<file path="config.mk">
export PLATFORM = sky130hd
export DESIGN_NAME = siv_post
export DESIGN_NICKNAME = d
export VERILOG_FILES = /design/src/rtl/siv_pkg.sv /design/src/rtl/siv_post.sv
export SDC_FILE = /design/constraint.sdc
export NUM_CORES = 1
export LEC_CHECK = 0
export ABC_AREA = 1
export BUFFER_PORTS_ARGS = -buffer_cell sky130_fd_sc_hd__buf_2
export CAP_MARGIN = 10
export CORE_MARGIN = 2
export CORE_UTILIZATION = 55
export CTS_BUF_LIST = sky130_fd_sc_hd__clkbuf_16
export DETAILED_ROUTE_END_ITERATION = 7
export PLACE_DENSITY = 0.77
export SETUP_SLACK_MARGIN = 0.15
export SLEW_MARGIN = 20
export SYNTH_ARGS = -nofsm -noshare
export SYNTH_HDL_FRONTEND = slang
export SYNTH_SLANG_ARGS = --single-unit
</file>
<file path="constraint.sdc">
create_clock -name i_clk -period 4 [get_ports i_clk]
set_input_delay 0.8 -clock i_clk [delete_from_list [all_inputs] [get_ports i_clk]]
set_output_delay 0.8 -clock i_clk [all_outputs]
set_load 0.03 [all_outputs]
</file>
<file path="src/rtl/siv_pkg.sv">
package siv_pkg;

    localparam int VEL_FRAC    = 8;
    localparam int TAB_FRAC    = 20;
    localparam int NORM_TOP    = 40;
    localparam int NORM_STAGES = 6;
    localparam longint unsigned PI_Q30 = 64'd3373259426;

    typedef struct packed {
        logic       valid;
        logic [1:0] wheel;
        logic       zero;
        logic       sat;
    } t_tag;

    // arctangent of 2^-i in units of 2^-20 rad
    function automatic longint atan_entry(input int i);
        longint r;
        case (i)
            0:       r = 823550;
            1:       r = 486170;
            2:       r = 256879;
            3:       r = 130396;
            4:       r = 65451;
            5:       r = 32757;
            6:       r = 16383;
            default: r = (i <= TAB_FRAC) ? (longint'(1) << (TAB_FRAC - i)) : longint'(0);
        endcase
        return r;
    endfunction

endpackage

</file>
<file path="src/rtl/siv_post.sv">
module siv_post #(
    parameter int VW = 16,
    parameter int AW = 16,
    parameter int ZW = 25
) (
    input  logic                 i_clk,
    input  logic                 i_rst_n,
    input  logic                 i_en,
    input  siv_pkg::t_tag        i_tag,
    input  logic signed [ZW-1:0] i_z,
    input  logic signed [AW-1:0] i_meas,
    input  logic [VW-1:0]        i_spd,
    input  logic signed [AW-1:0] i_offset [4],
    output siv_pkg::t_tag        o_tag,
    output logic signed [AW-1:0] o_angle,
    output logic signed [VW-1:0] o_speed
);
    import siv_pkg::*;

    localparam int AF = AW - 3;
    localparam int EW = AW + 3;
    localparam int RS = (AF < TAB_FRAC) ? TAB_FRAC - AF : 0;
    localparam int LS = (AF < TAB_FRAC) ? 0 : AF - TAB_FRAC;
    localparam longint RND = (longint'(1) << RS) >> 1;
    localparam longint unsigned PI_V = (PI_Q30 + (64'd1 << (29 - AF))) >> (30 - AF);
    localparam longint unsigned HP_V = (PI_Q30 + (64'd1 << (30 - AF))) >> (31 - AF);
    localparam logic signed [EW-1:0] P  = EW'(PI_V);
    localparam logic signed [EW-1:0] P2 = EW'(2 * PI_V);
    localparam logic signed [EW-1:0] HP = EW'(HP_V);

    function automatic logic signed [EW-1:0] f_wrap(input logic signed [EW-1:0] v);
        logic signed [EW-1:0] r;
        if (v > P) begin
            r = v - P2;
        end else if (v < -P) begin
            r = v + P2;
        end else begin
            r = v;
        end
        return r;
    endfunction

    t_tag                 r1_tag, r2_tag;
    logic signed [EW-1:0] r1_ang, r2_ang, r2_d;
    logic signed [AW-1:0] r1_meas;
    logic [VW-1:0]        r1_spd, r2_spd;

    logic signed [63:0]   zl, zr;
    logic signed [EW-1:0] a0, n1_ang, n3_ang;
    logic signed [VW-1:0] n3_spd;

    always_comb begin
        zl = 64'(i_z);
        zr = ((zl + RND) >>> RS) <<< LS;
        a0 = i_tag.zero ? '0 : zr[EW-1:0];
        n1_ang = f_wrap(a0 - EW'(i_offset[i_tag.wheel]));
    end

    // turn by pi toward the measured angle when the error exceeds pi/2
    always_comb begin
        if (r2_d > HP) begin
            n3_ang = f_wrap(r2_ang - P);
            n3_spd = -$signed(r2_spd);
        end else if (r2_d < -HP) begin
            n3_ang = f_wrap(r2_ang + P);
            n3_spd = -$signed(r2_spd);
        end else begin
            n3_ang = r2_ang;
            n3_spd = $signed(r2_spd);
        end
    end

    always_ff @(posedge i_clk) begin
        if (!i_rst_n) begin
            r1_tag <= '0;
            r2_tag <= '0;
            o_tag  <= '0;
        end else if (i_en) begin
            r1_tag <= i_tag;
            r2_tag <= r1_tag;
            o_tag  <= r2_tag;
        end
    end

    always_ff @(posedge i_clk) begin
        if (i_en) begin
            r1_ang  <= n1_ang;
            r1_meas <= i_meas;
            r1_spd  <= i_spd;
            r2_ang  <= r1_ang;
            r2_d    <= f_wrap(r1_ang - EW'(r1_meas));
            r2_spd  <= r1_spd;
            o_angle <= n3_ang[AW-1:0];
            o_speed <= n3_spd;
        end
    end

endmodule
</file>
# Yosys cells after proc, flatten, opt, wreduce, memory -nomap -nowiden
# Index checks and enable logic that the tools add are counted.
dict set report word_totals {
  reg_bits 152
  input_bits 129
  output_inout_bits 37
  word_cells 62
}
dict set report op_classes {
  add_sub_neg 14
  order_cmp 11
  mux 16
  bitwise_logic 1
}
# cell n
set op_table {}
lappend op_table {{$mux W16} 10}
lappend op_table {{$mux W19} 5}
lappend op_table {{$gt A19 B16 Y1 const B} 4}
lappend op_table {{$lt A19 B16 Y1 const B} 4}
lappend op_table {{$add A19 B17 Y19 const B} 2}
lappend op_table {{$sub A19 B16 Y19} 2}
lappend op_table {{$sub A19 B17 Y19 const B} 2}
lappend op_table {{$add A16 B15 Y16 const B} 2}
lappend op_table {{$bmux W16 S2} 1}
lappend op_table {{$sub A16 B15 Y16 const B} 2}
lappend op_table {{$add A25 B8 Y26 const B} 1}
lappend op_table {{$add A19 B16 Y19 const B} 1}
lappend op_table {{$gt A19 B15 Y1 const B} 1}
lappend op_table {{$lt A19 B15 Y1 const B} 1}
lappend op_table {{$sub A19 B16 Y19 const B} 1}
lappend op_table {{$neg A16 Y16} 1}
lappend op_table {{$ge A3 B3 Y1 const B} 1}
lappend op_table {{$not A2 Y3} 1}

# Depth between registers and ports, before layout
# Gate-level depths: netlist of run 1.
dict set report logic_depth {
  word_depth 8
  mapped_depth 30
  ltp_nobuf 29
}

# Worst setup path after synthesis of run 1
# No wires, ideal clock.
dict set report synth_timing {
  kind {input port to flip-flop}
  from {input port i_z[6]}
  to {register r1_ang[13], data pin}
  arrival_ns 3.682
  t_required_ns 3.747
  setup_slack_ns 0.065
  stages 27
  path_buffers 1
  path_cell_list {ha_1 > nand2_1 > nor2_1 > inv_1 > nor2_1 > inv_1 > nor2_1 > nand3_1 > inv_1 > a21oi_1 > a211oi_1 > ha_1 > a21oi_1 > o21ai_0 > a21oi_2 > nand2_2 > nand2_2 > nand2_2 > nor2_2 > nand3_2 > nor2_1 > nor2_2 > nand2_4 > inv_2 > buf_6 > nand2_1 > nand2_1}
}
dict set report synth_between {
  elab_chain_len 6
  elab_cells_between_ends 9
}
# item line_no
set synth_lines {}
lappend synth_lines {{start: declaration} siv_post.sv:10} ;# input logic signed [ZW-1:0] i_z,
lappend synth_lines {{$add A25 B8 Y26 (*)} siv_post.sv:54} ;# zr = ((zl + RND) >>> RS) <<< LS;
lappend synth_lines {{$mux W19 (*)} siv_post.sv:55} ;# a0 = i_tag.zero ? '0 : zr[EW-1:0];
lappend synth_lines {{$sub A19 B16 Y19 (*)} siv_post.sv:56} ;# n1_ang = f_wrap(a0 - EW'(i_offset[i_tag.wheel]));
lappend synth_lines {{$add A19 B17 Y19 / $lt A19 B16 Y1 (equally long branches)} {siv_post.sv:36, siv_post.sv:35}}
lappend synth_lines {{$mux W19} siv_post.sv:35} ;# end else if (v < -P) begin
lappend synth_lines {{$mux W19 (*)} siv_post.sv:33} ;# if (v > P) begin
lappend synth_lines {{net n1_ang[13]} siv_post.sv:49} ;# logic signed [EW-1:0] a0, n1_ang, n3_ang;
lappend synth_lines {{end signal: assignment} siv_post.sv:87} ;# r1_ang <= n1_ang;
lappend synth_lines {{end: declaration} siv_post.sv:44} ;# logic signed [EW-1:0] r1_ang, r2_ang, r2_d;
# The timed path passes the listed nets; every way through them passes the cells marked *.
# A chain may end at the register's enable or synchronous reset.

# Worst setup path after layout of run 1
dict set report layout_timing {
  from {input port i_z[8]}
  to {register r1_ang[4], data pin}
}
# Same word-level chain as after synthesis.

==> flow_summary.yaml, run 1 <==
floorplanning:
  die_x_um: 164
  fp.coreArea_mm2: 0.0251
  floorplan.initialDensity_pct: 55.9
  floorplan.die.height_um: 164
  rows: 58
  die_area_mm2: 0.0268
  ios: 166
critical_path:
  critPathKind: "input pin to register"
  critPathMaxFanout: 5
  cp.arrival_ps: 3920
  reg2reg_depth: 23
  cp.required_ps: 4190
  startpoint_type: "input pin"
  end_kind: "register"
grt:
  grt_max_degree: 90
  grt_pass1_wl_um: 64300
  antenna_found_initial: 0
  grt_use_total_pct: 29.1
  grt_overflow_total: 0
  grt_pass1_vias: 13858
finish:
  num-nets-final: 2604
  drive_gt1_share_pct: 22.0
  stdcell_count: 2761
  syn2layout_area_growth_pct: 22.0
  finalInstanceArea_mm2: 0.0171
  fillers: 2201
  multiInputGateArea_mm2: 0.00861
  seq_area_mm2: 0.00441
  num_antenna_cells: 0
synthesis:
  yosys_warnings: 0
  seq_area_frac_synth_pct: 31.4
  yosys.area_share.simple_pct: 41.3
  synth_area_leaders: "edfxtp_1 29%, nand2_1 20%, nand3_1 8.4%"
  ys_ff_latch: 152
  synthAdderAreaFrac_pct: 5.19
  ys.flop_type: "edfxtp_1"
  synth.area.mux_share_pct: 0
  synthCells: 2135
  synth_top_cell_area_share_pct: 29.3
  async_flop_share_pct: 0
  synth_top_family_by_area: "simple AND/OR/NAND/NOR gates"
  synth_xor_area_share_pct: 4.63
  synth_top_area_cell: "edfxtp_1"
  syn_area_mm2: 0.0140
  synthesis.nets: 2321
  yosysUniqueCellTypes: 50
  syn_area_per_cell_um2: 6.58
  synth-compound-area-share_pct: 8.11
  synth-edff-count: 137
timing:
  post-route-period-util_pct: 93.2
  relSlewSlack_pct: 53.8
  clock_skew_ps: 19.2
  setup_viol: 0
  fmax_mhz: 268
  fin_crit_ps: 3730
  fin_hold_ws_ps: 424
  finalHoldViolCount: 0
  worstMarginPinSlew_ps: 693
  rsz0062_at_grt: "true"
  slew_viol_final: 0
routing:
  drc: 0
  drt_iter0_markers: 1467
  antenna_left: 0
  avgViaCountPerCell: 5.35
  drt_pass1_iterations: 6
  wl_per_cell_um: 14.0
  routed_wl_um: 38600
  vias: 14777
place:
  dp.cells: 2715
  gp_routability_congestion: 0.924
  port_buffers: 159
  placed_area_mm2: 0.0161
  dp_hpwl_um: 29800
power_and_ir_drop:
  powerDensity_mw_per_mm2: 603
  pwr-share-clk_pct: 16.1
  p_seq_share_pct: 24.9
  pwr-share-comb_pct: 59.0
  power_switching_uw: 5090
  internal-power_uw: 5240
  irDropWorstVdd_mv: 0.381
  power_leakage_uw: 0.00866
  sw_frac_of_total_pct: 49.3
worst_hold_path:
  holdPathStages: 0
  worst_hold_path_type: "register to register"
run:
  maxCapViolCount: 0
cts:
  clockRootBuffer: "clkbuf_16"
  clk_latency_ps: 440
  htreeDepth: 4
  cts_hold_buf: 0
  tritoncts: "yes"
  path_clk_slew_ps: 80
  cts.sink_count: 152
  clockBufferDepth: 2
  cts_buffers: 17
run_status:
  status: "finished, final reports clean"
[cells by family after synthesis]
group,after synthesis
xor+xnor,70
compound gates,194
buf+inv,322
flops,152
fa+ha+maj,57
simple gates,1340
[state kept, by name (all words and copies together) (netlist names)]
register,flops
r1_spd,16
r1_tag,5
o_angle,16
r2_ang,19
r1_meas,16
o_speed,16
r2_tag,5
o_tag,5
r1_ang,19
r2_d,19
r2_spd,16
[worst max-delay path, stage by stage]
cell     delay, ps
buf_2          140
nand3_4        100
nor2_4         130
inv_2           80
nor3_4         180
nand2_1        100
nor2_2         120
inv_1           80
o21ai_0        170
nor2_1          90
ha_1           320
nand2_1        100
buf_4          140
nor3_2         180
nand2_2         90
nand2_1         80
nand2_1         60
nand2_2         90
nor2_4          50
nand3_2         70
nor2_2          60
nor2_4         270
nand2_8        110
buf_6          140
o21ai_1         70
nand2_1         80
[path summary, 6_finish.rpt]
path,endpoint,start,slack [ps]
setup / recovery,r1_ang[4],i_z[8],270
hold / removal,r2_spd[11],r1_spd[11],420
setup reg to reg,r2_d[18],r1_ang[0],540
hold reg to reg,r2_spd[11],r1_spd[11],420
[power by group through the flow]
stage               clock network (uW)  registers (uW)  logic [uW]
finish                            1670            2580        6100
floorplan                            0            2740        4160
global route                      1740            2610        6870
global placement                     0            2590        5690
CTS                               1670            2570        5880
detailed placement                   0            2600        5840
[timing repair]
action | 4_1_cts | 5_1_grt
resized for setup | 0 | 91
buffers inserted | 0 | 13
endpoints found under the setup margin | 0 | 16
[Yosys cell counts (2+ instances only)]
cell,n
a211oi_1,3
a21oi_1,61
a21oi_2,9
a31oi_1,4
a32o_1,13
and2_1,4
buf_2,13
buf_4,8
buf_6,7
clkbuf_1,21
dfxtp_1,15
edfxtp_1,137
fa_1,2
ha_1,55
inv_1,245
inv_2,27
nand2_1,758
nand2_2,58
nand2_4,5
nand3_1,236
nand3_2,9
nand3b_1,9
nand4_1,29
nor2_1,179
nor2_2,14
nor3_1,26
nor3_2,3
nor4_1,6
o211ai_1,3
o21ai_0,72
o21ai_1,15
o22ai_1,2
o31ai_1,2
or2_2,2
xnor2_1,14
xor2_1,51
xor2_2,5
[final cells by class]
| cell class | instances | share of cell area [%] |
|---|---|---|
| Multi-Input combinational cell | 1662 | 50.3 |
| Sequential cell | 152 | 25.8 |
| Timing Repair Buffer | 312 | 11.8 |
| Inverter | 273 | 6.09 |
| Clock buffer | 17 | 2.48 |
| Tap cell | 330 | 2.41 |
| Clock inverter | 15 | 1.13 |
[through the flow]
stage               setup WS, ps  util (%)  power [uW]  TNS, ps
finish                       271      68.2       10300        0
global route                86.4      68.2       11200        0
CTS                          181      66.5       10100        0
detailed placement          -256      64.0        8440    -3290
global placement            -217      64.0        8280    -2570
floorplan                    157         -        6900        0
[placed cells by master, fill, tap and decap left out, drive strengths merged, types with 2 or more instances in the layout]
master,Yosys,final
a211oi,3,3
a21oi,71,71
a31oi,4,4
a32o,13,13
and2,4,4
buf,28,312
clkbuf,21,17
clkinv,0,7
dfxtp,15,15
edfxtp,137,137
fa,2,2
ha,55,55
inv,273,280
nand2,821,822
nand3,245,245
nand3b,9,9
nand4,29,29
nor2,194,194
nor3,29,29
nor4,6,6
o211ai,3,3
o21ai,88,88
o22ai,2,2
o31ai,2,2
or2,2,2
xnor2,14,14
xor2,56,56
[metal layers]
| metal | up-vias | global-route usage, % | share of wire, % |
|---|---|---|---|
| met5 | - | 0 | 0 |
| met4 | 0 | 8.89 | 2.4 |
| met1 | 6701 | 39.9 | 45 |
| li1 | 7498 | - | - |
| met2 | 496 | 48.4 | 47 |
| met3 | 82 | 3.23 | 5.8 |
(Power assumes the default switching activity.)
==> run 2: changes to the inputs <==
--- a/config.mk
+++ b/config.mk
@@ -5,14 +5,14 @@
 export SDC_FILE = /design/constraint.sdc
 export NUM_CORES = 1
 export LEC_CHECK = 0
-export ABC_AREA = 1
+export ABC_AREA = 0
 export BUFFER_PORTS_ARGS = -buffer_cell sky130_fd_sc_hd__buf_2
 export CAP_MARGIN = 10
 export CORE_MARGIN = 2
-export CORE_UTILIZATION = 55
+export CORE_UTILIZATION = 53
 export CTS_BUF_LIST = sky130_fd_sc_hd__clkbuf_16
 export DETAILED_ROUTE_END_ITERATION = 7
-export PLACE_DENSITY = 0.77
+export PLACE_DENSITY = 0.75
 export SETUP_SLACK_MARGIN = 0.15
 export SLEW_MARGIN = 20
 export SYNTH_ARGS = -nofsm -noshare
==> constraint.sdc (replaced) <==
create_clock -name i_clk -period 4 [get_ports i_clk]
set_input_delay 0.2 -clock i_clk [delete_from_list [all_inputs] [get_ports i_clk]]
set_output_delay 0.2 -clock i_clk [all_outputs]
set_load 0.03 [all_outputs]
==> run 2 against run 1 <==
Net effect: core utilization is 1.7 points lower; first-iteration DRC count down 57%; sequential share of layout area up 4.4 points; highest routed layer unchanged; non-clock buffer count fell by 31; synthesized cell count is 43% lower; largest cell class unchanged.
==> flow_summary.yaml, run 2 <==
routing:
  drt_iter0_markers: 628
  drt_pass1_iterations: 5
  routed_wl_um: 27800
  avgViaCountPerCell: 5.77
  wl_per_cell_um: 15.8
  vias: 10130
  antenna_left: 0
  drc: 0
synthesis:
  synth_area_leaders: "edfxtp_1 35%, ha_1 5.8%, xnor2_1 5.1%"
  synthesis.nets: 1398
  syn_area_mm2: 0.0119
  yosys_warnings: 0
  ys.flop_type: "edfxtp_1"
  synth-edff-count: 137
  syn_area_per_cell_um2: 9.84
  ys_ff_latch: 152
  synthCells: 1212
  yosysUniqueCellTypes: 105
  synth_top_area_cell: "edfxtp_1"
  async_flop_share_pct: 0
  yosys.cell_count.top_type: "edfxtp_1"
  synth_commonest_cells: "137 x edfxtp_1, 96 x nor2_1, 88 x nand2_1, 69 x inv_1, 69 x xnor2_1"
  seq_area_frac_synth_pct: 37.0
  synth_top_cell_area_share_pct: 34.5
critical_path:
  end_kind: "register"
  critPathMaxFanout: 14
  cp.arrival_ps: 3910
  path_cells: "inv_1 -> ha_1 -> fa_1 -> nand2b_1 -> a21o_1 -> a311o_1 -> a311oi_2 -> o31ai_2 -> mux2i_1 -> nor2_2 -> a41o_1 -> buf_12 -> o32ai_2 -> xnor2_1"
  max_stage_delay_ps: 410
  startpoint_type: "register"
  critical_path.top_delay_family: "compound AO/OA/AOI/OAI gates"
  cp.required_ps: 4170
  critPathKind: "register to register"
  reg2reg_slack_ps: 250
  crit_buf_inv: 2
  cpMaxStageDelayCell: "fa_1"
floorplanning:
  floorplan.die.height_um: 154
  floorplan.initialDensity_pct: 54.3
  die_x_um: 154
  rows: 54
  fp.coreArea_mm2: 0.0220
  ios: 166
  die_area_mm2: 0.0237
timing:
  post-route-period-util_pct: 93.7
  relSlewSlack_pct: 46.8
  fmax_mhz: 267
  clock_skew_ps: 12.6
  fin_crit_ps: 3750
  worstMarginPinSlew_ps: 792
  post-route-worst-setup-slack_ps: 253
  rsz0062_at_grt: "true"
  finalHoldViolCount: 0
  slew_viol_final: 0
  fin_hold_ws_ps: 24.9
  setup_viol: 0
power_and_ir_drop:
  p_total_uw: 10200
  pwr-share-comb_pct: 58.4
  internal-power_uw: 5790
  powerDensity_mw_per_mm2: 700
  sw_frac_of_total_pct: 43.4
  p_seq_share_pct: 26.3
  power_leakage_uw: 0.00595
  power_switching_uw: 4450
  pwr-share-clk_pct: 15.3
  irDropWorstVdd_mv: 0.359
finish:
  final_common_cell: "buf_2"
  num-nets-final: 1648
  drive_gt1_share_pct: 26.7
  reg_top3: "r1_ang: 19 flops, r2_ang: 19 flops, r2_d: 19 flops"
  finalInstanceArea_mm2: 0.0146
  syn2layout_area_growth_pct: 22.6
  fillers: 1727
  mostFrequentLayoutCells: "158 x buf_2, 137 x edfxtp_1, 93 x nor2_1"
  num_antenna_cells: 0
run_status:
  status: "finished, final reports clean"
run:
  maxCapViolCount: 0
place:
  placed_area_mm2: 0.0136
  port_buffers: 159
  dp_hpwl_um: 21000
  dp_slack_ps: -133
  gp_routability_congestion: 0.858
grt:
  antenna_found_initial: 0
  grt_overflow_total: 0
  grt_pass1_wl_um: 45900
  grt_use_total_pct: 23.6
  grt_max_degree: 136
  grt_pass1_vias: 9798
cts:
  clockBufferDepth: 2
  path_clk_slew_ps: 70
  cts.sink_count: 152
  clk_latency_ps: 430
  cts_buffers: 17
  clockRootBuffer: "clkbuf_16"
  htreeDepth: 4
  tritoncts: "yes"
worst_hold_path:
  worst_hold_path_type: "input pin to register"
==> run 2: cell types whose count changed after synthesis, moves of 18 or more <==
cell	change
nand2_2	-58
nand2_1	-670
nor2b_1	+24
inv_1	-176
xnor2_1	+55
inv_2	-25
nand3_1	-200
a21o_1	+22
nor2_1	-83
o21ai_0	-18
mux2i_1	+22
==> run 2: per-stage QoR <==
step | std cells | utilization (%) | setup TNS [ps]
2_1_floorplan | 1212 | - | 0
3_3_place_gp | 1689 | 62.0 | -240
3_5_place_dp | 1689 | 62.0 | -1170
4_1_cts | 1753 | 66.1 | 0
5_1_grt | 1755 | 66.6 | 0
6_report | 1755 | 66.6 | 0
==> run 2: cells by family (layout without fill, tap and decap cells) <==
kind of cell / count (synthesis) / in the layout / share of synthesized area, %
and+or+nand+nor: 374 / 374 / 15.9
AOI/OAI and AO/OA: 346 / 346 / 22.0
DFF: 152 / 152 / 37.0
xor gates and xnor gates: 124 / 124 / 9.71
buffers and inverters: 121 / 384 / 4.37
adders and majority gates: 57 / 57 / 6.11
muxes: 38 / 38 / 4.87
==> run 2: timing repair <==
action,CTS,global route
endpoints found under the setup margin,0,30
hold buffers,32,0
setup buffers,0,2
gates resized for setup,0,22
hold endpoints to repair,32,0
==> run 2: power groups by stage <==
| stage | combinational (uW) | clock (uW) | sequential (uW) |
|---|---|---|---|
| after floorplan | 4170 | 0 | 2830 |
| after global placement | 5640 | 0 | 2700 |
| after detailed placement | 5770 | 0 | 2720 |
| after CTS | 5830 | 1580 | 2690 |
| after global routing | 6550 | 1650 | 2740 |
| final | 5980 | 1560 | 2690 |
==> run 2: final cells by class <==
type | count | area (um^2) | area share [%]
multi-input combinational | 939 | 7190 | 49.2
sequential | 152 | 4410 | 30.2
timing repair buffer | 281 | 1830 | 12.5
clock buffer | 18 | 450 | 3.08
tap | 280 | 350 | 2.40
inverter | 71 | 267 | 1.82
clock inverter | 14 | 113 | 0.770
==> run 2: routing by layer <==
metal	vias to the layer above	share of wire (%)	wire (um)	global-route usage, %
met1	4716	43	11800	28.9
li1	5069	-	-	-
met5	-	0	0	0
met4	0	2.5	692	7.79
met2	296	51	14100	42.8
met3	49	4.1	1140	3.27
==> run 2: tightest hold or removal path: cells and delay by family <==
| kind | cells | cell delay, ps |
|---|---|---|
| buf+inv | 1 | 80 |
| mux | 1 | 60 |
| simple gates | 1 | 90 |
==> run 2: worst paths after layout <==
path / start / endpoint / cells after the start
setup / recovery: r1_ang[0] / r2_d[15] / 14
hold / removal: i_tag[4] / r1_tag[4] / 3
setup reg to reg: r1_ang[0] / r2_d[15] / 14
hold reg to reg: r1_spd[14] / r2_spd[14] / 0
