## src/rtl/siv_pkg.sv

```systemverilog
package siv_pkg;

    localparam int VEL_FRAC    = 8;
    localparam int TAB_FRAC    = 20;
    localparam int NORM_TOP    = 40;
    localparam int NORM_STAGES = 6;
    localparam longint unsigned PI_Q30 = 64'd3373259426;

    typedef struct packed {
        logic       valid;
        logic [1:0] wheel;
        logic       zero;
        logic       sat;
    } t_tag;

    // arctangent of 2^-i in units of 2^-20 rad
    function automatic longint atan_entry(input int i);
        longint r;
        case (i)
            0:       r = 823550;
            1:       r = 486170;
            2:       r = 256879;
            3:       r = 130396;
            4:       r = 65451;
            5:       r = 32757;
            6:       r = 16383;
            default: r = (i <= TAB_FRAC) ? (longint'(1) << (TAB_FRAC - i)) : longint'(0);
        endcase
        return r;
    endfunction

endpackage

```

## src/rtl/siv_sqrt_cell.sv

```systemverilog
module siv_sqrt_cell #(
    parameter int VW = 16,
    parameter int AW = 16,
    parameter int XW = 26
) (
    input  logic                 i_clk,
    input  logic                 i_rst_n,
    input  logic                 i_en,
    input  siv_pkg::t_tag        i_tag,
    input  logic signed [XW-1:0] i_x,
    input  logic signed [XW-1:0] i_y,
    input  logic [XW-1:0]        i_m,
    input  logic signed [AW-1:0] i_meas,
    input  logic [2*VW-1:0]      i_rad,
    input  logic [VW+2:0]        i_rem,
    input  logic [VW-1:0]        i_root,
    output siv_pkg::t_tag        o_tag,
    output logic signed [XW-1:0] o_x,
    output logic signed [XW-1:0] o_y,
    output logic [XW-1:0]        o_m,
    output logic signed [AW-1:0] o_meas,
    output logic [2*VW-1:0]      o_rad,
    output logic [VW+2:0]        o_rem,
    output logic [VW-1:0]        o_root
);
    import siv_pkg::*;

    localparam int RW = VW + 3;

    logic [RW-1:0] rem_sh, trial, n_rem;
    logic [VW-1:0] n_root;

    // one root bit per cell, two radicand bits shifted in
    always_comb begin
        rem_sh = {i_rem[RW-3:0], i_rad[2*VW-1 -: 2]};
        trial  = {1'b0, i_root, 2'b01};
        if (rem_sh >= trial) begin
            n_rem  = rem_sh - trial;
            n_root = {i_root[VW-2:0], 1'b1};
        end else begin
            n_rem  = rem_sh;
            n_root = {i_root[VW-2:0], 1'b0};
        end
    end

    always_ff @(posedge i_clk) begin
        if (!i_rst_n) begin
            o_tag <= '0;
        end else if (i_en) begin
            o_tag <= i_tag;
        end
    end

    always_ff @(posedge i_clk) begin
        if (i_en) begin
            o_x    <= i_x;
            o_y    <= i_y;
            o_m    <= i_m;
            o_meas <= i_meas;
            o_rad  <= {i_rad[2*VW-3:0], 2'b00};
            o_rem  <= n_rem;
            o_root <= n_root;
        end
    end

endmodule

```

## config.mk

```make
export PLATFORM = sky130hd
export DESIGN_NAME = siv_sqrt_cell
export DESIGN_NICKNAME = d
export VERILOG_FILES = /design/src/rtl/siv_pkg.sv /design/src/rtl/siv_sqrt_cell.sv
export SDC_FILE = /design/constraint.sdc
export NUM_CORES = 1
export LEC_CHECK = 0
export ABC_AREA = 1
export ABC_CLOCK_PERIOD_IN_PS = 1700
export BUFFER_PORTS_ARGS = -buffer_cell sky130_fd_sc_hd__buf_2
export CAP_MARGIN = 40
export CORE_MARGIN = 8
export CORE_UTILIZATION = 41
export CTS_BUF_LIST = sky130_fd_sc_hd__clkbuf_16
export DETAILED_ROUTE_END_ITERATION = 8
export GPL_ROUTABILITY_DRIVEN = 0
export GPL_TIMING_DRIVEN = 0
export PLACE_DENSITY = 0.74
export SKIP_CTS_REPAIR_TIMING = 1
export SKIP_LAST_GASP = 1
export SLEW_MARGIN = 20
export SYNTH_ARGS = -nofsm -noshare
export SYNTH_HDL_FRONTEND = slang
export SYNTH_SLANG_ARGS = --single-unit
```

## constraint.sdc

```tcl
create_clock -name i_clk -period 1.7 [get_ports i_clk]
set_input_delay 0.34 -clock i_clk [delete_from_list [all_inputs] [get_ports i_clk]]
set_output_delay 0.34 -clock i_clk [all_outputs]
set_load 0.03 [all_outputs]
```

# Yosys cells after proc, flatten, opt, wreduce, memory -nomap -nowiden
# Index checks and enable logic that the tools add are counted.
[classes] add_sub_neg=1 n_lt_le_gt_ge=1 mux=2
[op_table] cell="19-bit by 18-bit >= comparator with 1-bit output" n=1
[op_table] cell="19-bit two-way mux" n=1
[op_table] cell="19-bit by 18-bit subtractor with 19-bit output" n=1
[op_table] cell="1-bit two-way mux" n=1
[word_totals] register_bits=164 input_bits=169 output_inout_bits=166 word_cells=15

# Depth between registers and ports, before layout
# Gate-level depths: netlist (run 1).
[depth] depth_word=2 mapped_depth=14 mapped_depth_nobuf=13

# Worst setup path before layout (run 1)
# Ideal clock, no wire load.
[synth_timing] path_kind="input-to-reg" from="input port i_root[6]" to="register o_rem[11], data pin" setup_ns=0.252 arrival_ns=1.557 required_time_ns=1.448 setup_slack_ns=-0.110 stages=12 path_buffers=1 path_cell_list="inv_1 > ha_1 > nand2_1 > inv_2 > nand2_2 > nor2_2 > nand3_1 > nand4_4 > inv_6 > buf_12 > nand2_1 > nand2_1"
[synth_between] elab_chain_len=2 word_cells_on_any_way=3 classes_between="add/sub (1); order compare (1); mux (1)"
[synth_rtl] element="start, declared" line_no="siv_sqrt_cell.sv:16" source="input logic [VW-1:0] i_root,"
[synth_rtl] element="19-bit by 18-bit subtractor with 19-bit output / 19-bit by 18-bit >= comparator with 1-bit output (equally long branches)" line_no="siv_sqrt_cell.sv:38, siv_sqrt_cell.sv:37"
[synth_rtl] element="19-bit two-way mux *" line_no="siv_sqrt_cell.sv:37" source="if (rem_sh >= trial) begin"
[synth_rtl] element="via n_rem[11]" line_no="siv_sqrt_cell.sv:30" source="logic [RW-1:0] rem_sh, trial, n_rem;"
[synth_rtl] element="end signal, assigned" line_no="siv_sqrt_cell.sv:61" source="o_rem <= n_rem;"
[synth_rtl] element="end, declared" line_no="siv_sqrt_cell.sv:23" source="output logic [VW+2:0] o_rem,"
# The timed path passes the listed nets; every way through them passes the cells marked *.
# A chain may end at the register's enable or synchronous reset.

# Worst setup path after layout (run 1)
[layout_timing] from="input port i_root[6]" to="register o_rem[13], data pin"
# The elaborated chain is that of the path after synthesis.

==> results of run 1 <==
[power by group through the flow]
stage / clock, W / sequential (W) / combinational [W]
finish: 0.00376 / 0.00491 / 0.00212
global route: 0.00400 / 0.00494 / 0.00227
CTS: 0.00386 / 0.00491 / 0.00214
detailed placement: 0 / 0.00500 / 0.00213
global placement: 0 / 0.00500 / 0.00210
floorplan: 0 / 0.00574 / 0.000575
[cell type report]
type / count / area [um2]
antenna: 2 / 5.00
buffer: 5 / 57.6
clock buffer: 17 / 425
clock inverter: 15 / 160
fill: 1306 / 6290
inverter: 63 / 289
multi-input combinational: 261 / 1640
sequential: 164 / 4870
tap: 216 / 270
timing repair buffer: 333 / 1710
[worst max-delay path by stage]
stage | startpoint | end | slack, ns | cells after the start
floorplan | i_root[8] | o_rem[11]$_DFFE_PP_ | -0.02 | 11
global placement | i_en | o_tag[2]$_SDFFE_PN0P_ | -2.11 | 4
detailed placement | i_root[8] | o_rem[7]$_DFFE_PP_ | -0.42 | 12
CTS | i_root[8] | o_rem[7]$_DFFE_PP_ | 0.03 | 12
global route | i_root[6] | o_rem[17]$_DFFE_PP_ | -0.001 | 12
finish | i_root[6] | o_rem[13]$_DFFE_PP_ | 0.08 | 12
[per-stage QoR]
step | hold WS [ns] | power, W | util (%) | setup TNS (ns)
floorplan | 0.439 | 0.00631 | - | -0.203
global placement | 0.477 | 0.00710 | 55.8 | -283.51
detailed placement | 0.483 | 0.00713 | 56.1 | -7.42
CTS | 0.0615 | 0.0109 | 59.8 | 0
global route | 0.0602 | 0.0112 | 60.0 | -0.00140
finish | 0.0796 | 0.0108 | 60.0 | 0
[registers in the layout, indices dropped and copies added, names as in the netlist]
| name | count |
|---|---|
| o_rad | 30 |
| o_m | 26 |
| o_x | 26 |
| o_y | 26 |
| o_rem | 19 |
| o_meas | 16 |
| o_root | 16 |
| o_tag | 5 |
[routing by layer]
layer,up-vias,part of all wire [%]
li1,2372,-
met1,2223,35
met2,225,53
met3,44,8.7
met4,6,3.1
met5,-,0.23
[critical path: stages]
cell and delay [ns]:
buf_2 0.17, inv_12 0.03, ha_4 0.29, nand2_2 0.09, nor2_2 0.13, and2_4 0.17, nand3_2 0.09, nand4_4 0.15
inv_6 0.06, buf_4 0.16, nand2_1 0.05, nand2_1 0.05
[cell usage after synthesis, types with 2 or more instances]
library cell  count  area (um2)
nand3_1          22         110
dfxtp_1           5         100
xor2_1            8        70.1
inv_2             4        15.0
buf_4             2        15.0
nor2_2            2        12.5
nand3b_1          2        15.0
a21oi_2           2        17.5
ha_1             18         225
nand2_1         136         510
o21bai_1          3        22.5
xnor2_1           2        17.5
nor3_1            3        15.0
edfxtp_1        159        4770
nor2_1           31         116
inv_1            58         218
and2_1            2        12.5
buf_6             2        22.5
nand2_2           7        43.8
o21ai_0           8        40.0
a21oi_1           9        45.0
[logic make-up (layout without fill, tap and decap cells)]
group,Yosys count,count (layout),synth area share (%)
other cells,1,4,0.0576
xor+xnor,10,10,1.35
simple gates,208,208,13.4
flops,164,164,74.9
fa+ha+maj,18,18,3.46
buf+inv,68,433,4.60
compound gates,23,23,2.17
==> metrics.md, run 1 <==
| Metric | Value |
|---|---|
| H-tree lvl count | 4 |
| Post-synthesis sequential area ratio | 74.9% |
| Cell Int Power | 0.00747 W |
| Port Buffer Count | 330 |
| Synthesis Warnings | 0 |
| End of the worst hold path | o_y[5]$_DFFE_PP_ |
| Hold WC Path Type | input pin to flop |
| Lkg Pwr | 4.31 nW |
| Placed cell count | 1040 |
| Tcrit/Tclk final | 95.3% |
| Pwr/cell area | 1150 nW/um2 |
| CTS root buffer | clkbuf_16 |
| First-pass GRT wire length | 29.2 mm |
| Clk_skew | 0 ns |
| Final hold vios | 0 |
| Total CTS buffers | 17 |
| Combinational Power Share | 19.7% |
| DIE AREA | 20200 um2 |
| Main flop type after synthesis | edfxtp_1 |
| Vias in the first global route | 4906 |
| Worst reg2reg endpoint | o_tag[0]$_SDFFE_PN0P_ |
| DRT Pass-1 Iters | 4 |
| Vias | 4870 |
| Worst setup path class | input pin to flop |
| Mapped Cells | 492 |
| CP startpoint kind | input pin |
| DP HPWL | 16.4 mm |
| Worst VDD drop | 0.649 mV |
| DRC errors left | 0 |
| Via density | 4.53 |
| CP required | 1.87 ns |
| R2R depth | 2 |
| Final WS setup | 0.0798 ns |
| Crit path max fanout | 6 |
| Grt met2 use | 36.0% |
| Reg-to-reg slack, setup | 1.06 ns |
| Max_cap viols | 0 |
| Met3 GRT Util | 6.71% |
| Power share of the clock group | 34.8% |
| Slew @ Worst Pin | 0.555 ns |
| Dpl cell area | 8810 um2 |
| Die Ht | 142 um |
| Ys async rst share | 0% |
| Pre-CTS setup slack | -0.424 ns |
| Synthesis-to-finish area growth | 44.9% |
| Max Slew Vio Count | 0 |
| Worst rel slew slack | 63.0% |
| Gr busiest metal | met2 |
| CP endpoint kind | flop |
| Sw power | 0.00333 W |
| TritonCTS clock tree | done |
| Sink Count | 164 |
| Fin cells | 1076 |
| Later-pin clock latency in the skew report | 0.43 ns |
| # rows | 46 |
| Core Area | 15700 um2 |
| Largest net degree at the start of global routing | 108 |
| Initial antenna violation count | 4 |
| # setup viols final | 0 |
| Fmax | 617 MHz |
| Final Cell Area | 9430 um2 |
| Seq cells post-synth | 164 |
| Minimum clock period | 1.62 ns |
| Share of layout cells above drive strength 1 | 51.7% |
| Clk pin slew, worst setup/hold paths | 0.07 ns |
| R2r startpoint | o_tag[0]$_SDFFE_PN0P_ |
| Clock Path Buffers | 2 |
| Die X | 142 um |
| Met1 GRT Util | 20.5% |
| IO Pins | 335 |
| GRT Total Usage | 19.8% |
| Initial DRC Count | 385 |
| Commonest non-fill, non-tap cell in the layout | buf_2 |
| Initial Util | 41.4% |
| Hold path depth | 1 |
| Worst path arrival time | 1.79 ns |
| Nets | 1032 |
| Syn Area/Cell | 13.2 um2 |
| Gr ovfl total | 0 |
| Drt wl/cell | 19.0 um |
| Routed Antenna Nets | 0 |
| Hold Path Origin | i_y[5] |
| Library cells used by synthesis | 28 |
| Leading cell types in the layout, fill and taps excluded | buf_2, edfxtp_1, nand2_1, inv_1, nor2_1 |
| Drt total wl | 20.4 mm |
| Sequential fraction of design power | 45.5% |
| Synthesized area | 6500 um2 |
| Number of flops mapped to enable cells by yosys | 159 |
| Outcome | complete, no violations |
| Switching share of power | 30.8% |
Note: power is estimated with default switching activity, not from simulation.
==> inputs of run 2 (changes only) <==
--- a/config.mk
+++ b/config.mk
@@ -6,16 +6,16 @@
 export NUM_CORES = 1
 export LEC_CHECK = 0
 export ABC_AREA = 1
-export ABC_CLOCK_PERIOD_IN_PS = 1700
+export ABC_CLOCK_PERIOD_IN_PS = 2020
 export BUFFER_PORTS_ARGS = -buffer_cell sky130_fd_sc_hd__buf_2
 export CAP_MARGIN = 40
 export CORE_MARGIN = 8
-export CORE_UTILIZATION = 41
+export CORE_UTILIZATION = 49
 export CTS_BUF_LIST = sky130_fd_sc_hd__clkbuf_16
 export DETAILED_ROUTE_END_ITERATION = 8
 export GPL_ROUTABILITY_DRIVEN = 0
 export GPL_TIMING_DRIVEN = 0
-export PLACE_DENSITY = 0.74
+export PLACE_DENSITY = 0.84
 export SKIP_CTS_REPAIR_TIMING = 1
 export SKIP_LAST_GASP = 1
 export SLEW_MARGIN = 20
==> constraint.sdc (replaced) <==
create_clock -name i_clk -period 2.02 [get_ports i_clk]
set_input_delay 0.404 -clock i_clk [delete_from_list [all_inputs] [get_ports i_clk]]
set_output_delay 0.404 -clock i_clk [all_outputs]
set_load 0.05 [all_outputs]
==> metrics.md, run 2 (synthesis results as in run 1) <==
| Metric | Value |
|---|---|
| Die Ht | 131 um (was 142 um) |
| Fmax | 558 MHz |
| Largest Register | o_rad (unchanged) |
| CP startpoint kind | input pin (unchanged) |
| Fin cells | 1034 (was 1076) |
| Minimum clock period | 1.79 ns |
| H-tree lvl count | 4 (unchanged) |
| Nets | 1030 (was 1032) |
| Clk_skew | 0 ns (unchanged) |
| Initial antenna violation count | 3 (was 4) |
| DRT Pass-1 Iters | 5 (was 4) |
| Total CTS buffers | 17 (unchanged) |
| Pre-CTS setup slack | -0.163 ns (was -0.424 ns) |
| Switching share of power | 30.5% (was 30.8%) |
| Drt total wl | 19.9 mm (was 20.4 mm) |
| Fillers | 950 (was 1306) |
| # rows | 42 (was 46) |
| GRT Total Usage | 23.2% (was 19.8%) |
| CP endpoint kind | flop (unchanged) |
| DP HPWL | 16.0 mm (was 16.4 mm) |
| Clock Path Buffers | 2 (unchanged) |
| Final WS setup | 0.226 ns (was 0.0798 ns) |
| Crit path max fanout | 10 (was 6) |
| Sequential fraction of design power | 42.5% (was 45.5%) |
| Worst setup path class | input pin to flop (unchanged) |
| Commonest non-fill, non-tap cell in the layout | buf_2 (unchanged) |
| Clk pin slew, worst setup/hold paths | 0.06 ns (was 0.07 ns) |
| Sw power | 0.00297 W (was 0.00333 W) |
| Share of layout cells above drive strength 1 | 45.0% (was 51.7%) |
| Worst path arrival time | 1.96 ns (was 1.79 ns) |
| Vias | 4929 (was 4870) |
| Largest register FFs | 30 (unchanged) |
| Cell Int Power | 0.00677 W (was 0.00747 W) |
| Drt wl/cell | 19.2 um (was 19.0 um) |
| Slew @ Worst Pin | 0.515 ns (was 0.555 ns) |
| Largest net degree at the start of global routing | 98 (was 108) |
| Initial DRC Count | 367 (was 385) |
| DIE AREA | 17200 um2 (was 20200 um2) |
| Outcome | complete, no violations (unchanged) |
| Worst VDD drop | 0.716 mV (was 0.649 mV) |
| Max Slew Vio Count | 0 (unchanged) |
| Vias in the first global route | 4882 (was 4906) |
| Initial Util | 49.7% (was 41.4%) |
| First-pass GRT wire length | 30.0 mm (was 29.2 mm) |
| Lkg Pwr | 4.30 nW (was 4.31 nW) |
| Port Buffer Count | 330 (unchanged) |
| Routed Antenna Nets | 0 (unchanged) |
| Worst rel slew slack | 65.7% (was 63.0%) |
| IO Pins | 335 (unchanged) |
| Tcrit/Tclk final | 88.8% |
| Combinational Power Share | 21.6% (was 19.7%) |
| Area of the multi-input gates | 1340 um2 (was 1640 um2) |
| CTS root buffer | clkbuf_16 (unchanged) |
| Reg-to-reg slack, setup | 1.34 ns (was 1.06 ns) |
| Core Area | 13100 um2 (was 15700 um2) |
| DRC errors left | 0 (unchanged) |
| Setup TNS | 0 ns (unchanged) |
| Pwr/cell area | 1070 nW/um2 (was 1150 nW/um2) |
| # setup viols final | 0 (unchanged) |
| Final hold vios | 0 (unchanged) |
| Gr ovfl total | 0 (unchanged) |
| Final Cell Area | 9070 um2 (was 9430 um2) |
| Sink Count | 164 (unchanged) |
| Register area | 4870 um2 (unchanged) |
| Die X | 131 um (was 142 um) |
| Synthesis-to-finish area growth | 39.5% (was 44.9%) |
| Leading cell types in the layout, fill and taps excluded | buf_2, edfxtp_1, nand2_1, inv_1, nor2_1 (unchanged) |
| Max_cap viols | 0 (unchanged) |
| Placed cell count | 1000 (was 1040) |
| Later-pin clock latency in the skew report | 0.41 ns (was 0.43 ns) |
| Hold WC Path Type | input pin to flop (unchanged) |
| Post-layout utilization of the core | 69.4% (was 60.0%) |
| CP required | 2.19 ns (was 1.87 ns) |
| TritonCTS clock tree | done (unchanged) |
| Dpl cell area | 8420 um2 (was 8810 um2) |
| Power share of the clock group | 35.9% (was 34.8%) |
| Via density | 4.77 (was 4.53) |
| RSZ-0062 raised after global routing | false |
[run 2: worst paths after layout]
kind,startpoint,to,cells past startpoint
worst min-delay path,i_x[7],o_x[7]$_DFFE_PP_,1
worst max register to register,o_tag[4]$_SDFFE_PN0P_,o_tag[4]$_SDFFE_PN0P_,2
worst max-delay path,i_root[7],o_rem[5]$_DFFE_PP_,12
worst min register to register,o_tag[1]$_SDFFE_PN0P_,o_tag[1]$_SDFFE_PN0P_,2
[run 2: per-layer routing]
layer	share of wire, %	vias up	GRT usage [%]
met5	0.12	-	0
met3	8.0	32	8.69
met2	55	201	43.3
met4	2.1	4	7.42
li1	-	2372	-
met1	34	2320	23.1
[run 2: area by class of cell]
cell class | instances | area share (%)
well taps | 176 | 2.43
repair buffers | 331 | 18.6
multi-input cells | 261 | 14.7
diodes | 2 | 0.0551
flip-flops and latches | 164 | 53.7
clock inverters | 15 | 2.50
clock buffers | 17 | 4.69
plain buffers | 5 | 0.634
inverters | 63 | 2.66
[run 2: metrics by stage]
step	hold slack (ns)	power (W)
floorplan	0.503	0.00566
global placement	0.473	0.00628
detailed placement	0.483	0.00632
CTS	0.143	0.00983
global route	0.136	0.0101
finish	0.161	0.00974
[run 2: critical path, stage by stage]
cell and delay (ns):
buf_2 0.11, inv_1 0.04, ha_1 0.34, nand2_1 0.12, nor2_1 0.16, and2_1 0.19, nand3_2 0.09, nand4_4 0.14
inv_6 0.07, buf_12 0.15, nand2_1 0.06, nand2_1 0.06
[run 2: power by group through the flow]
stage,clock [W],combinational [W],sequential [W]
floorplan,0,0.000397,0.00526
global placement,0,0.00207,0.00421
detailed placement,0,0.00211,0.00421
CTS,0.00357,0.00212,0.00414
global route,0.00371,0.00221,0.00416
finish,0.00350,0.00210,0.00414
==> inputs of run 3 (changes only) <==
--- a/config.mk
+++ b/config.mk
@@ -9,6 +9,7 @@
 export ABC_CLOCK_PERIOD_IN_PS = 2020
 export BUFFER_PORTS_ARGS = -buffer_cell sky130_fd_sc_hd__buf_2
 export CAP_MARGIN = 40
+export CORE_ASPECT_RATIO = 1.25
 export CORE_MARGIN = 8
 export CORE_UTILIZATION = 49
 export CTS_BUF_LIST = sky130_fd_sc_hd__clkbuf_16
==> metrics.md, run 3 (synthesis results as in run 1) <==
| Metric | Value |
|---|---|
| Core Area | 13100 um2 (about the same) |
| Via density | 4.87 (was 4.77) |
| Hold WC Path Type | input pin to flop (unchanged) |
| # rows | 47 (was 42) |
| Slowest CP cell | ha_1 (unchanged) |
| Initial antenna violation count | 3 (unchanged) |
| Leading cell types in the layout, fill and taps excluded | buf_2, edfxtp_1, nand2_1, inv_1, nor2_1 (unchanged) |
| Tcrit/Tclk final | 90.6% (was 88.8%) |
| Switching share of power | 31.1% (was 30.5%) |
| Gr ovfl total | 0 (unchanged) |
| Drt wl/cell | 20.5 um (was 19.2 um) |
| Vias in the first global route | 4905 (was 4882) |
| Max Slew Vio Count | 0 (unchanged) |
| Lkg Pwr | 4.31 nW (was 4.30 nW) |
| Die X | 119 um (was 131 um) |
| Initial Util | 49.6% (was 49.7%) |
| Commonest non-fill, non-tap cell in the layout | buf_2 (unchanged) |
| Drt total wl | 21.0 mm (was 19.9 mm) |
| Nets | 1030 (unchanged) |
| IO Pins | 335 (unchanged) |
| CTS root buffer | clkbuf_16 (unchanged) |
| Pwr/cell area | 1090 nW/um2 (was 1070 nW/um2) |
| Fmax | 546 MHz (was 558 MHz) |
| DP HPWL | 16.9 mm (was 16.0 mm) |
| Vias | 5011 (was 4929) |
| Largest register FFs | 30 (unchanged) |
| Power, Total | 0.00987 W (was 0.00974 W) |
| DRT Pass-1 Iters | 7 (was 5) |
| Final WS setup | 0.189 ns (was 0.226 ns) |
| Clk pin slew, worst setup/hold paths | 0.07 ns (was 0.06 ns) |
| Fillers | 980 (was 950) |
| Hold_ws | 0.162 ns (was 0.161 ns) |
| RSZ-0062 raised after global routing | false (unchanged) |
| # setup viols final | 0 (unchanged) |
| Total CTS buffers | 17 (unchanged) |
| Placed cell count | 995 (was 1000) |
| M1 WL | 7.22 mm (was 6.86 mm) |
| Worst setup path class | input pin to flop (unchanged) |
| Clock Path Buffers | 2 (unchanged) |
| Slew @ Worst Pin | 0.522 ns (was 0.515 ns) |
| First-pass GRT wire length | 30.1 mm (was 30.0 mm) |
| Cell Int Power | 0.00680 W (was 0.00677 W) |
| Synthesis-to-finish area growth | 39.6% (was 39.5%) |
| TritonCTS clock tree | done (unchanged) |
| Crit path max fanout | 10 (unchanged) |
| Met3 wire length | 2.23 mm (was 1.60 mm) |
| Outcome | complete, no violations (unchanged) |
| Die Ht | 145 um (was 131 um) |
| Worst VDD drop | 0.532 mV (was 0.716 mV) |
| Delay of the slowest critical-path stage | 0.35 ns (was 0.34 ns) |
| DIE AREA | 17200 um2 (about the same) |
| Later-pin clock latency in the skew report | 0.41 ns (about the same) |
| DR WL met2 | 11.2 mm (was 11.0 mm) |
| CP startpoint kind | input pin (unchanged) |
| H-tree lvl count | 4 (unchanged) |
| Largest Register | o_rad (unchanged) |
| Fin cells | 1028 (was 1034) |
| CP required | 2.19 ns (about the same) |
| Reg-to-reg slack, setup | 1.39 ns (was 1.34 ns) |
| Worst path arrival time | 2.01 ns (was 1.96 ns) |
| Sw power | 0.00307 W (was 0.00297 W) |
| Register area | 4870 um2 (unchanged) |
| DRC errors left | 0 (unchanged) |
| CP endpoint kind | flop (unchanged) |
| Largest net degree at the start of global routing | 96 (was 98) |
| Combinational Power Share | 21.4% (was 21.6%) |
| Final hold vios | 0 (unchanged) |
| Worst path cell trace | buf_2 -> inv_1 -> ha_1 -> nand2_1 -> nor2_1 -> inv_1 -> nor2_1 -> nand3_2 -> nand4_4 -> inv_6 -> buf_12 -> nand2_1 -> nand2_1 (was buf_2 -> inv_1 -> ha_1 -> nand2_1 -> nor2_1 -> and2_1 -> nand3_2 -> nand4_4 -> inv_6 -> buf_12 -> nand2_1 -> nand2_1) |
| Top sig layer | met5 (unchanged) |
| Initial DRC Count | 439 (was 367) |
| Routed Antenna Nets | 0 (unchanged) |
| Sequential fraction of design power | 42.0% (was 42.5%) |
| Port Buffer Count | 330 (unchanged) |
| Power share of the clock group | 36.6% (was 35.9%) |
| Share of layout cells above drive strength 1 | 45.1% (was 45.0%) |
| Worst rel slew slack | 65.2% (was 65.7%) |
| Area of the multi-input gates | 1340 um2 (unchanged) |
| Pre-CTS setup slack | -0.214 ns (was -0.163 ns) |
| Max_cap viols | 0 (unchanged) |
| Sink Count | 164 (unchanged) |
| Minimum clock period | 1.83 ns (was 1.79 ns) |
| Worst path most repeated cell | nand2_1 (unchanged) |
| Clk_skew | 0 ns (unchanged) |
| GRT Total Usage | 23.8% (was 23.2%) |
-- run 3: changes by cell type in the layout (fill, tap and decap cells not counted), sizes merged --
cell	delta
diode	-1
clkinv	-1
inv	+1
-- run 3: worst paths after layout --
kind / depth (start not counted) / start / end
worst max-delay path: 13 / i_root[5] / o_rem[3]$_DFFE_PP_
worst min-delay path: 1 / i_x[17] / o_x[17]$_DFFE_PP_
worst max register to register: 2 / o_tag[1]$_SDFFE_PN0P_ / o_tag[1]$_SDFFE_PN0P_
worst min register to register: 2 / o_tag[4]$_SDFFE_PN0P_ / o_tag[4]$_SDFFE_PN0P_
-- run 3: metrics by stage --
stage          instance area [um2]  TNS, ns  util (%)
3_3_place_gp                  8370  -227.33      63.9
5_1_grt                       9080        0      69.3
3_5_place_dp                  8410    -3.33      64.1
4_1_cts                       9080        0      69.2
2_1_floorplan                 6510        0         -
6_report                      9080        0      69.3
-- run 3: power by group through the flow --
| stage | clock network, W | logic [W] | registers [W] |
|---|---|---|---|
| 6_report | 0.00361 | 0.00212 | 0.00414 |
| 5_1_grt | 0.00383 | 0.00222 | 0.00416 |
| 4_1_cts | 0.00369 | 0.00212 | 0.00414 |
| 3_5_place_dp | 0 | 0.00211 | 0.00421 |
| 3_3_place_gp | 0 | 0.00208 | 0.00421 |
| 2_1_floorplan | 0 | 0.000397 | 0.00526 |
-- run 3: layout make-up --
type | count | share of cell area, %
Multi-Input combinational cell | 261 | 14.7
Clock inverter | 15 | 2.69
Tap cell | 171 | 2.36
Buffer | 5 | 0.634
Clock buffer | 17 | 4.68
Timing Repair Buffer | 331 | 18.6
Antenna cell | 1 | 0.0275
Inverter | 63 | 2.66
Sequential cell | 164 | 53.7
-- run 3: critical path, delay by kind of cell --
| family | cells | cell delay (ns) |
|---|---|---|
| adder cells (fa/ha/maj) | 1 | 0.35 |
| buffers and inverters | 5 | 0.41 |
| AND/OR/NAND/NOR | 7 | 0.83 |
-- run 3: per-layer routing --
layer,vias to the layer above,global-route usage (%)
li1,2371,-
met1,2379,25.3
met2,230,41.7
met3,27,10.2
met4,4,7.54
met5,-,0
